[src/hdl/ubt_pkg.sv]
// Shared types and constants for the unordered bag table.
// Holds operation codes, the engine state encoding and default sizes.
// Depends on nothing.
package ubt_pkg;

	localparam int DEFAULT_CAPACITY = 16;
	localparam int FUNC_W = 2;
	localparam int DATA_W = 32;

	localparam logic [FUNC_W-1:0] FUNC_ADD = 2'd0;
	localparam logic [FUNC_W-1:0] FUNC_REMOVE_ONE = 2'd1;
	localparam logic [FUNC_W-1:0] FUNC_REMOVE_ALL = 2'd2;

	typedef enum logic [4:0] {
		ST_IDLE = 5'b00001,
		ST_CMP  = 5'b00010,
		ST_MOVE = 5'b00100,
		ST_SCAN = 5'b01000,
		ST_DONE = 5'b10000
	} state_t;

endpackage

[src/hdl/ubt_engine.sv]
// Operation sequencer and entry memory for the unordered bag table.
// Scans, swaps and appends entries with read-modify-write on one memory.
// Depends on ubt_pkg.
module ubt_engine import ubt_pkg::*; #(
	parameter int CAPACITY = DEFAULT_CAPACITY,
	parameter int CW = $clog2(CAPACITY + 1),
	parameter int IW = (CAPACITY > 1) ? $clog2(CAPACITY) : 1
) (
	input  logic                     clk,
	input  logic                     arst_n,
	input  logic                     req_valid,
	output logic                     req_stall,
	input  logic [FUNC_W-1:0]        req_func,
	input  logic signed [DATA_W-1:0] req_value,
	output logic                     res_valid,
	input  logic                     res_ready,
	output logic                     res_success,
	output logic [CW-1:0]            res_removed,
	output logic [CW-1:0]            res_items
);

	logic [DATA_W-1:0] mem [CAPACITY];
	logic [DATA_W-1:0] rdata_q;
	logic [IW-1:0]     raddr;
	logic              we;

	state_t            state_q;
	logic [FUNC_W-1:0] func_q;
	logic [DATA_W-1:0] value_q;
	logic [IW-1:0]     idx_q;
	logic [CW-1:0]     fill_q;
	logic [CW-1:0]     gone_q;
	logic              ok_q;

	logic              accept;
	logic              match;
	logic [IW-1:0]     last_idx;
	logic [CW-1:0]     idx_next_w;
	logic [CW-1:0]     fill_dec;

	assign req_stall  = (state_q != ST_IDLE);
	assign accept     = req_valid && !req_stall;
	assign match      = (rdata_q == value_q);
	assign fill_dec   = fill_q - 1'b1;
	assign last_idx   = fill_dec[IW-1:0];
	assign idx_next_w = CW'(idx_q) + 1'b1;
	assign we         = (state_q == ST_MOVE);

	always_comb begin
		raddr = idx_q;
		unique case (state_q)
			ST_IDLE: raddr = '0;
			ST_CMP: begin
				if (match) begin
					raddr = last_idx;
				end else begin
					raddr = idx_next_w[IW-1:0];
				end
			end
			ST_MOVE, ST_SCAN, ST_DONE: raddr = idx_q;
			default: raddr = idx_q;
		endcase
	end

	always_ff @(posedge clk) begin
		if (we) begin
			mem[idx_q] <= rdata_q;
		end else if (accept && req_func == FUNC_ADD && fill_q < CW'(CAPACITY)) begin
			mem[fill_q[IW-1:0]] <= req_value;
		end
		rdata_q <= mem[raddr];
	end

	always_ff @(posedge clk or negedge arst_n) begin
		if (!arst_n) begin
			state_q <= ST_IDLE;
			fill_q  <= '0;
			idx_q   <= '0;
			gone_q  <= '0;
			ok_q    <= 1'b0;
			func_q  <= FUNC_ADD;
			value_q <= '0;
		end else begin
			unique case (state_q)
				ST_IDLE: begin
					if (accept) begin
						func_q  <= req_func;
						value_q <= req_value;
						idx_q   <= '0;
						gone_q  <= '0;
						ok_q    <= 1'b0;
						state_q <= ST_DONE;
						case (req_func)
							FUNC_ADD: begin
								if (fill_q < CW'(CAPACITY)) begin
									fill_q <= fill_q + 1'b1;
									ok_q   <= 1'b1;
								end
							end
							FUNC_REMOVE_ONE, FUNC_REMOVE_ALL: begin
								if (fill_q != '0) begin
									state_q <= ST_CMP;
								end
							end
							default: state_q <= ST_DONE;
						endcase
					end
				end
				ST_CMP: begin
					if (match) begin
						state_q <= ST_MOVE;
					end else if (idx_next_w < fill_q) begin
						idx_q <= idx_next_w[IW-1:0];
					end else begin
						state_q <= ST_DONE;
					end
				end
				ST_MOVE: begin
					fill_q <= fill_dec;
					gone_q <= gone_q + 1'b1;
					ok_q   <= 1'b1;
					if (func_q == FUNC_REMOVE_ALL && CW'(idx_q) < fill_dec) begin
						state_q <= ST_SCAN;
					end else begin
						state_q <= ST_DONE;
					end
				end
				ST_SCAN: state_q <= ST_CMP;
				ST_DONE: begin
					if (res_ready) begin
						state_q <= ST_IDLE;
					end
				end
				default: state_q <= ST_IDLE;
			endcase
		end
	end

	assign res_valid   = (state_q == ST_DONE) && res_ready;
	assign res_success = ok_q;
	assign res_removed = gone_q;
	assign res_items   = fill_q;

endmodule

[src/hdl/ubt_outreg.sv]
// Output register for the unordered bag table result channel.
// Holds one result while the receiver stalls; frees when it is taken.
// Depends on ubt_pkg.
module ubt_outreg import ubt_pkg::*; #(
	parameter int CW = $clog2(DEFAULT_CAPACITY + 1)
) (
	input  logic          clk,
	input  logic          arst_n,
	input  logic          res_valid,
	output logic          res_ready,
	input  logic          res_success,
	input  logic [CW-1:0] res_removed,
	input  logic [CW-1:0] res_items,
	output logic          out_valid,
	input  logic          out_stall,
	output logic          success,
	output logic [CW-1:0] removed_count,
	output logic [CW-1:0] item_count
);

	logic          valid_q;
	logic          success_q;
	logic [CW-1:0] removed_q;
	logic [CW-1:0] items_q;

	assign res_ready = !valid_q || !out_stall;

	always_ff @(posedge clk or negedge arst_n) begin
		if (!arst_n) begin
			valid_q <= 1'b0;
		end else if (res_ready) begin
			valid_q <= res_valid;
		end
	end

	always_ff @(posedge clk) begin
		if (res_valid) begin
			success_q <= res_success;
			removed_q <= res_removed;
			items_q   <= res_items;
		end
	end

	assign out_valid     = valid_q;
	assign success       = success_q;
	assign removed_count = removed_q;
	assign item_count    = items_q;

endmodule

[src/hdl/unordered_bag_table_top.sv]
// Unordered bag table: fixed-capacity bag of 32-bit values with swap-remove.
// Input channel in_valid/in_stall carries func and value; one result per request
// leaves on out_valid/out_stall as success, removed_count and item_count.
// An add goes from accept straight to the done state, then into the result
// register. A removal compares the held entries through the single entry
// memory, one entry per cycle; each match passes through a move state that
// writes the last entry into its slot and, for remove-all, a scan state that
// rereads the refilled slot. The next request can be accepted in the cycle
// after the result is loaded.
// One request is in work at a time; in_stall is high while it is in work.
// The output register holds a finished result while out_stall is high,
// and the next request is accepted meanwhile; its result waits until the
// register frees.
// Reset clears the entry count and all handshake state at once; entry
// contents are not cleared, and no clearing pass is needed.
// Depends on ubt_pkg, ubt_engine and ubt_outreg.
module unordered_bag_table_top import ubt_pkg::*; #(
	parameter int CAPACITY = DEFAULT_CAPACITY,
	parameter int CW = $clog2(CAPACITY + 1)
) (
	input  logic                     clk,
	input  logic                     arst_n,
	input  logic                     in_valid,
	output logic                     in_stall,
	input  logic [FUNC_W-1:0]        func,
	input  logic signed [DATA_W-1:0] value,
	output logic                     out_valid,
	input  logic                     out_stall,
	output logic                     success,
	output logic [CW-1:0]            removed_count,
	output logic [CW-1:0]            item_count
);

	logic          res_valid;
	logic          res_ready;
	logic          res_success;
	logic [CW-1:0] res_removed;
	logic [CW-1:0] res_items;

	ubt_engine #(
		.CAPACITY(CAPACITY),
		.CW(CW)
	) u_engine (
		.clk(clk),
		.arst_n(arst_n),
		.req_valid(in_valid),
		.req_stall(in_stall),
		.req_func(func),
		.req_value(value),
		.res_valid(res_valid),
		.res_ready(res_ready),
		.res_success(res_success),
		.res_removed(res_removed),
		.res_items(res_items)
	);

	ubt_outreg #(
		.CW(CW)
	) u_outreg (
		.clk(clk),
		.arst_n(arst_n),
		.res_valid(res_valid),
		.res_ready(res_ready),
		.res_success(res_success),
		.res_removed(res_removed),
		.res_items(res_items),
		.out_valid(out_valid),
		.out_stall(out_stall),
		.success(success),
		.removed_count(removed_count),
		.item_count(item_count)
	);

endmodule

[config.mk]
export PLATFORM = sky130hd
export DESIGN_NAME = unordered_bag_table_top
export DESIGN_NICKNAME = d
export VERILOG_FILES = /design/src/hdl/ubt_pkg.sv /design/src/hdl/ubt_engine.sv /design/src/hdl/ubt_outreg.sv /design/src/hdl/unordered_bag_table_top.sv
export SDC_FILE = /design/constraint.sdc
export NUM_CORES = 1
export LEC_CHECK = 0
export ABC_CLOCK_PERIOD_IN_PS = 3900
export BUFFER_PORTS_ARGS = -buffer_cell sky130_fd_sc_hd__buf_2
export CAP_MARGIN = 20
export CORE_ASPECT_RATIO = 0.9
export CORE_MARGIN = 5
export CORE_UTILIZATION = 52
export CTS_BUF_LIST = sky130_fd_sc_hd__clkbuf_4
export DETAILED_ROUTE_END_ITERATION = 10
export HOLD_SLACK_MARGIN = 0.02
export PLACE_DENSITY = 0.81
export SLEW_MARGIN = 20
export SYNTH_ARGS = -nofsm -noshare
export SYNTH_HDL_FRONTEND = slang
export SYNTH_SLANG_ARGS = --single-unit
[constraint.sdc]
create_clock -name clk -period 3.9 [get_ports clk]
set_clock_uncertainty 0.15 [all_clocks]
set_input_delay 0.78 -clock clk [delete_from_list [all_inputs] [get_ports clk]]
set_output_delay 0.78 -clock clk [all_outputs]
set_load 0.05 [all_outputs]
[Word level (Yosys, flattened, before mapping)]
Memories as Yosys holds them, arrays and structs flattened. A register that Yosys moved wholly into a read port is not among the register bits.
Index checks and enable logic that the tools add are counted.
Storage, ports and cells
  bits in registers: 66
  bits in writable memories: 512
  output and inout port bits: 13
  memories kept: 1
Memory list
  u_engine.mem: words 16, bits a word 32, rd ports 1, clocked after memory_dff 1, wr ports 1, line ubt_engine.sv:22  | logic [DATA_W-1:0] mem [CAPACITY];
Operators by class
  $add $sub $neg: 4
  magnitude comparators: 3
  equality and inequality tests: 17
  muxes and demuxes: 32
  reductions and logical operators: 20
Operator list (count)
  $mux W5: 11
  $eq A32 B32 Y1: 1
  $mux W32: 1
  $reduce_or A32 Y1: 1
  $pmux W5 S5: 1
  $mux W4: 5
  $pmux W5 S2: 2
  $pmux W4 S2: 2
  $add A5 B1 Y5 const B: 2
  $ne A2 B1 Y1 const B: 5
  $mux W1: 9
  $reduce_and A4 Y1: 2
  $add A4 B1 Y5 const B: 1
  $eq A5 B1 Y1 const B: 1
  $eq A5 B2 Y1 const B: 1
  $eq A5 B3 Y1 const B: 1
  $eq A5 B4 Y1 const B: 1
  $eq A5 B5 Y1 const B: 1
  $logic_and A1 B1 Y1: 5
  $lt A4 B5 Y1: 1
  $lt A5 B5 Y1: 1
  $lt A5 B5 Y1 const B: 1
  $ne A5 B1 Y1 const B: 1
  $reduce_bool A5 Y1: 1
  13 further kinds: 18

[Longest topological paths before layout]
  word-level depth: 10
  mapped depth: 13

[Hierarchy]
Synthesis repeated with hierarchy kept, for this count alone.
Unflattened totals
  cell total of the unflattened synthesis: 1787
  area total of the unflattened synthesis: 24905.1 um^2
Modules (own cells, without submodules)
  ubt_engine: times used 1, cells each 1773, area an instance 24538.5 um^2
  ubt_outreg: times used 1, cells each 14, area an instance 366.6 um^2

[Least setup slack after synthesis]
OpenSTA, ideal clock, no wires.
  path type: register to register
  start: register u_engine.state_q[2]
  end: memory u_engine.mem[15][0] (enable)
  library setup time: 0.421 ns
  data arrival time: 3.632 ns
  required time: 3.329 ns
  setup slack: -0.304 ns
  cell stages (with the launch flop): 12
  path buffers: 3
  clock period less this slack: 4.204 ns
  path through: dfrtp_1 clkbuf_1 nor2_1 and3_1 clkbuf_1 inv_1 nor2_1 nand2_1 nor2_1 buf_2 a31oi_1 nor2_1
Between the ends
  word-level cells in the longest chain between the ends: 10
Ends and longest elaborated chain
  start: declaration: line ubt_engine.sv:27  | state_t state_q;
  start signal: assignment: line ubt_engine.sv:76  | state_q <= ST_IDLE;
  start signal: assignment: line ubt_engine.sv:92  | state_q <= ST_DONE;
  start signal: assignment: line ubt_engine.sv:102  | state_q <= ST_CMP;
  $ne A5 B1 Y1 (*): line ubt_engine.sv:41  | assign req_stall = (state_q != ST_IDLE);
  net in_stall: line unordered_bag_table_top.sv:24  | output logic in_stall,
  $logic_not A1 Y1 (*): line ubt_engine.sv:42  | assign accept = req_valid && !req_stall;
  $logic_and A1 B1 Y1 (*): line ubt_engine.sv:42
  $logic_and A1 B1 Y1 (*) (2 in series): line ubt_engine.sv:68  | end else if (accept && req_func == FUNC_ADD && fill_q < CW'(CAPACITY)) begin
  $mux W1 (*): line ubt_engine.sv:68
  $mux W1 (*): line ubt_engine.sv:66  | if (we) begin
  $mux W1 (implied by the code) (*): line ubt_engine.sv:69  | mem[fill_q[IW-1:0]] <= req_value;
  $reduce_or A32 Y1 (no source line)
  $mux W4 (no source line) or $mux W1 (tied branches)
  end: declaration: line ubt_engine.sv:22
Mark *: on every way through the listed nets, which the timed path passes. The rest lies on a longest branch.

[Worst setup path in the final report]
  start: register u_engine.value_q[27]
  end: register u_engine.rdata_q[31], read port of u_engine.mem
Between the ends
  word-level cells in the longest chain between the ends: 3
Ends and longest elaborated chain
  start: declaration: line ubt_engine.sv:29  | logic [DATA_W-1:0] value_q;
  start signal: assignment: line ubt_engine.sv:88  | value_q <= req_value;
  $eq A32 B32 Y1: line ubt_engine.sv:43  | assign match = (rdata_q == value_q);
  $mux W4: line ubt_engine.sv:54  | if (match) begin
  $pmux W4 S2: line ubt_engine.sv:51  | unique case (state_q)
  end: declaration: line ubt_engine.sv:23  | logic [DATA_W-1:0] rdata_q;
No other way between the ends.
A chain may end at the register's enable or synchronous reset.

==> metrics <==
area of the multi-input gates=roughly 6700 µm²; syn_nets=between 1500 and 2000; register area share after synthesis=a little over two thirds; Post-Synth XOR/XNOR Area=between 1.5 and 2%; I/O pins=51; Avg Cell Area, Syn=14.59 µm²; DIE AREA=roughly 53000 µm²; final cell count without fillers=2648; CTS tree=built; Total GRT Usage=22.68%; fmax=around 270 MHz; clock buffer depth=3; Slew Viols, Final=0; Synth Area in Adders=0.6389%; Synth Area in Compound Gates=under 10%; Post-synth top flop=edfxtp_1; drt pass-1 iters=6; maxcap violations=0; H-tree depth=4; Inst Count DP=~2300; FP Rows=76; Die Width=241.4 µm; Pleak=0.009691 µW; Hold WC Path Type=input pin to register; Hold Fails Final Rpt=0; ANT nets after route=0; post-DR vias/cell=5.750; routed wire length=59760 µm; vias in the first global route=15000; GP Congestion=0.8694; worst slew pin tran=roughly 1.1 ns; Critical Path Sink Type=register; HPWL Detailed=31600 µm; layout net count=1950; top-count cell post-synth=edfxtp_1; Tmin final=3.671 ns; Synth top area share=between 60% and 70%; synthesis-to-finish area growth=13.01%; Routed wire per std cell=around 23 µm; share of layout cells above drive strength 1=19.89%; relative slew slack=29.65%; # clock sinks=610; Starting Density=52.41%; Worst Setup Start Kind=register; Reg area=17720 µm²; #FFs+latches synth=610; peak supply drop=0.4469 mV; Worst Path Arrival=about 4.2 ns; via count=15230; clock slew at reported path FFs=around 0.070 ns; Synth Instances=1718; power per cell area=563.6 nW/µm²; largest net degree at the start of global routing=69; outcome=finished clean; first-pass GRT wire length=between 90000 and 100000 µm; asr flop ratio synth=9.016%; DRC violations left=0; yosys warns=0; Die Height=218.3 µm; worst setup margin=0.2287 ns; cell breakdown of the critical path=xor2_1 -> nor4_2 -> nand4_1 -> or4_4 -> nand3_4 -> buf_12 -> buf_12 -> mux2i_1 -> nand2_1 -> nand3_1 -> nand4_1; EDFF count, synth=523; RSZ-0062 raised after global routing=no; TritonCTS buffer count=roughly 140; Core Footprint=47830 µm²; crit-path max cell delay=0.58 ns; top fanout value on the critical path=51; Post-Place Worst Slack=~0.084 ns; Worst EP required=around 4.5 ns; number of port buffers=50; Cell Area, Synth=25070 µm²; initial antenna violation count=2; crit path kind=register to register; cell accounting for the most synthesized area=edfxtp_1; largest family of logic cells by synthesized area=multiplexers; clk root buf=clkbuf_4; Simple-Gate Fraction of Synth Area=between 10% and 20%; top area cells in the synthesized netlist=edfxtp_1 63%, mux2i_1 10%, nand2_1 5.5%; Post-synth top cells=523 x edfxtp_1, 370 x nand2_1, 260 x mux2i_1; Cell variety after synth=52; crit share post-route=94.14%; total grt overflow=0; initial DRC count=1655; FILL cells=3523; setup violators final=0; worst skew pair latency=approximately 0.87 ns; slowest cell on the critical path=or4_4; post-synthesis mux area share=between 10% and 20%
## state kept, by name, summed over array words and instances, names as in the netlist
signal	flops
u_engine.func_q	2
u_engine.idx_q	4
u_engine.mem	512
u_engine.rdata_q	32
u_engine.res_items	5
u_engine.res_removed	5
u_engine.res_success	1
u_engine.state_q	5
u_engine.value_q	32
u_outreg.item_count	5
u_outreg.out_valid	1
u_outreg.removed_count	5
u_outreg.success	1
## worst max-delay path, delay by kind of cell, from the launching register on
| kind | cells | cell delay [ns] |
|---|---|---|
| buf+inv | 2 | 0.48 |
| flops | 1 | 0.39 |
| mux | 1 | 0.29 |
| simple gates | 7 | 1.92 |
| xor+xnor | 1 | 0.25 |
## through the flow
| step | total power (µW) | hold slack [ns] | cell area [µm²] | utilization, % | setup TNS [ns] |
|---|---|---|---|---|---|
| global placement | 10630 | 0.3040 | 26090 | 54.54 | 0 |
| finish | 15970 | 0.08537 | 28330 | 59.23 | 0 |
| floorplan | 9811 | 0.2731 | 25080 | - | -118.37 |
| global route | 16680 | 0.01453 | 28330 | 59.23 | 0 |
| CTS | 16000 | 0.02202 | 28310 | 59.18 | 0 |
| detailed placement | 10730 | 0.2977 | 26090 | 54.54 | 0 |
## area by class of cell
type / count / share of cell area (%)
flip-flops and latches: 610 / 62.56
multi-input cells: 1005 / 23.61
clock buffers: 218 / 5.777
repair buffers: 128 / 4.107
well taps: 624 / 2.756
clock inverters: 47 / 0.9937
inverters: 13 / 0.1722
diodes: 3 / 0.02650
## power by group
group          total [µW]  internal, µW  switching [µW]
clock                5300          2720            2570
sequential           8070          7810             254
combinational        2600           717            1880
total               16000         11300            4710
## routing by layer
metal / vias to the layer above / share of wire [%] / GRT usage [%] / routed length (µm)
li1: 6750 / - / - / -
met1: 7522 / 41 / 32.36 / 24380
met2: 853 / 47 / 35.62 / 28200
met3: 100 / 10 / 5.009 / 6030
met4: 0 / 1.9 / 6.356 / 1157
met5: - / 0 / 0 / 0
## final timing paths
path | startpoint | endpoint | slack [ns] | cells past startpoint
max reg2reg | u_engine.value_q[27] | u_engine.rdata_q[31] | 0.23 | 11
max in group asynchronous | arst_n | u_engine.value_q[21] | 2.51 | 3
min in group asynchronous | arst_n | u_engine.idx_q[1] | 0.30 | 2
min reg2reg | u_engine.res_success | u_outreg.success | 0.32 | 0
min | value[27] | u_engine.value_q[27] | 0.09 | 3
max | u_engine.value_q[27] | u_engine.rdata_q[31] | 0.23 | 11
## timing repair
action                                  in CTS  in global routing
gates resized for setup                      0                  1
hold buffers                                30                  1
buffers inserted                             0                  0
endpoints found under the setup margin       0                 31
hold endpoints to repair                    47                  1
## cells by family (layout without fill, tap and decap cells)
| logic type | count (synthesis) | after routing |
|---|---|---|
| other | 0 | 3 |
| adder cells (fa/ha/maj) | 13 | 13 |
| XOR/XNOR | 45 | 45 |
| AND/OR/NAND/NOR | 613 | 613 |
| multiplexers | 294 | 294 |
| buffers and inverters | 103 | 406 |
| AO/OA/AOI/OAI | 40 | 40 |
| flip-flops | 610 | 610 |
## layout by cell type (no fill, tap or decap), types with 5 or more instances in the layout
master / instances
mux2i_1: 260
xor2_1: 37
buf_2: 50
edfxtp_1: 523
nand2_1: 369
nand4_1: 36
nor2_1: 19
ha_1: 12
inv_1: 13
o21ai_0: 10
nor4_2: 5
buf_4: 27
dfxtp_1: 32
inv_6: 6
dlygate4sd3_1: 31
a31oi_1: 6
nor2_4: 19
xnor2_1: 8
nor3_1: 6
dfrtp_1: 54
buf_12: 20
clkinv_1: 30
mux2_2: 34
nand3_1: 132
clkbuf_4: 218
No activity file was read; power rests on OpenSTA's default activity.
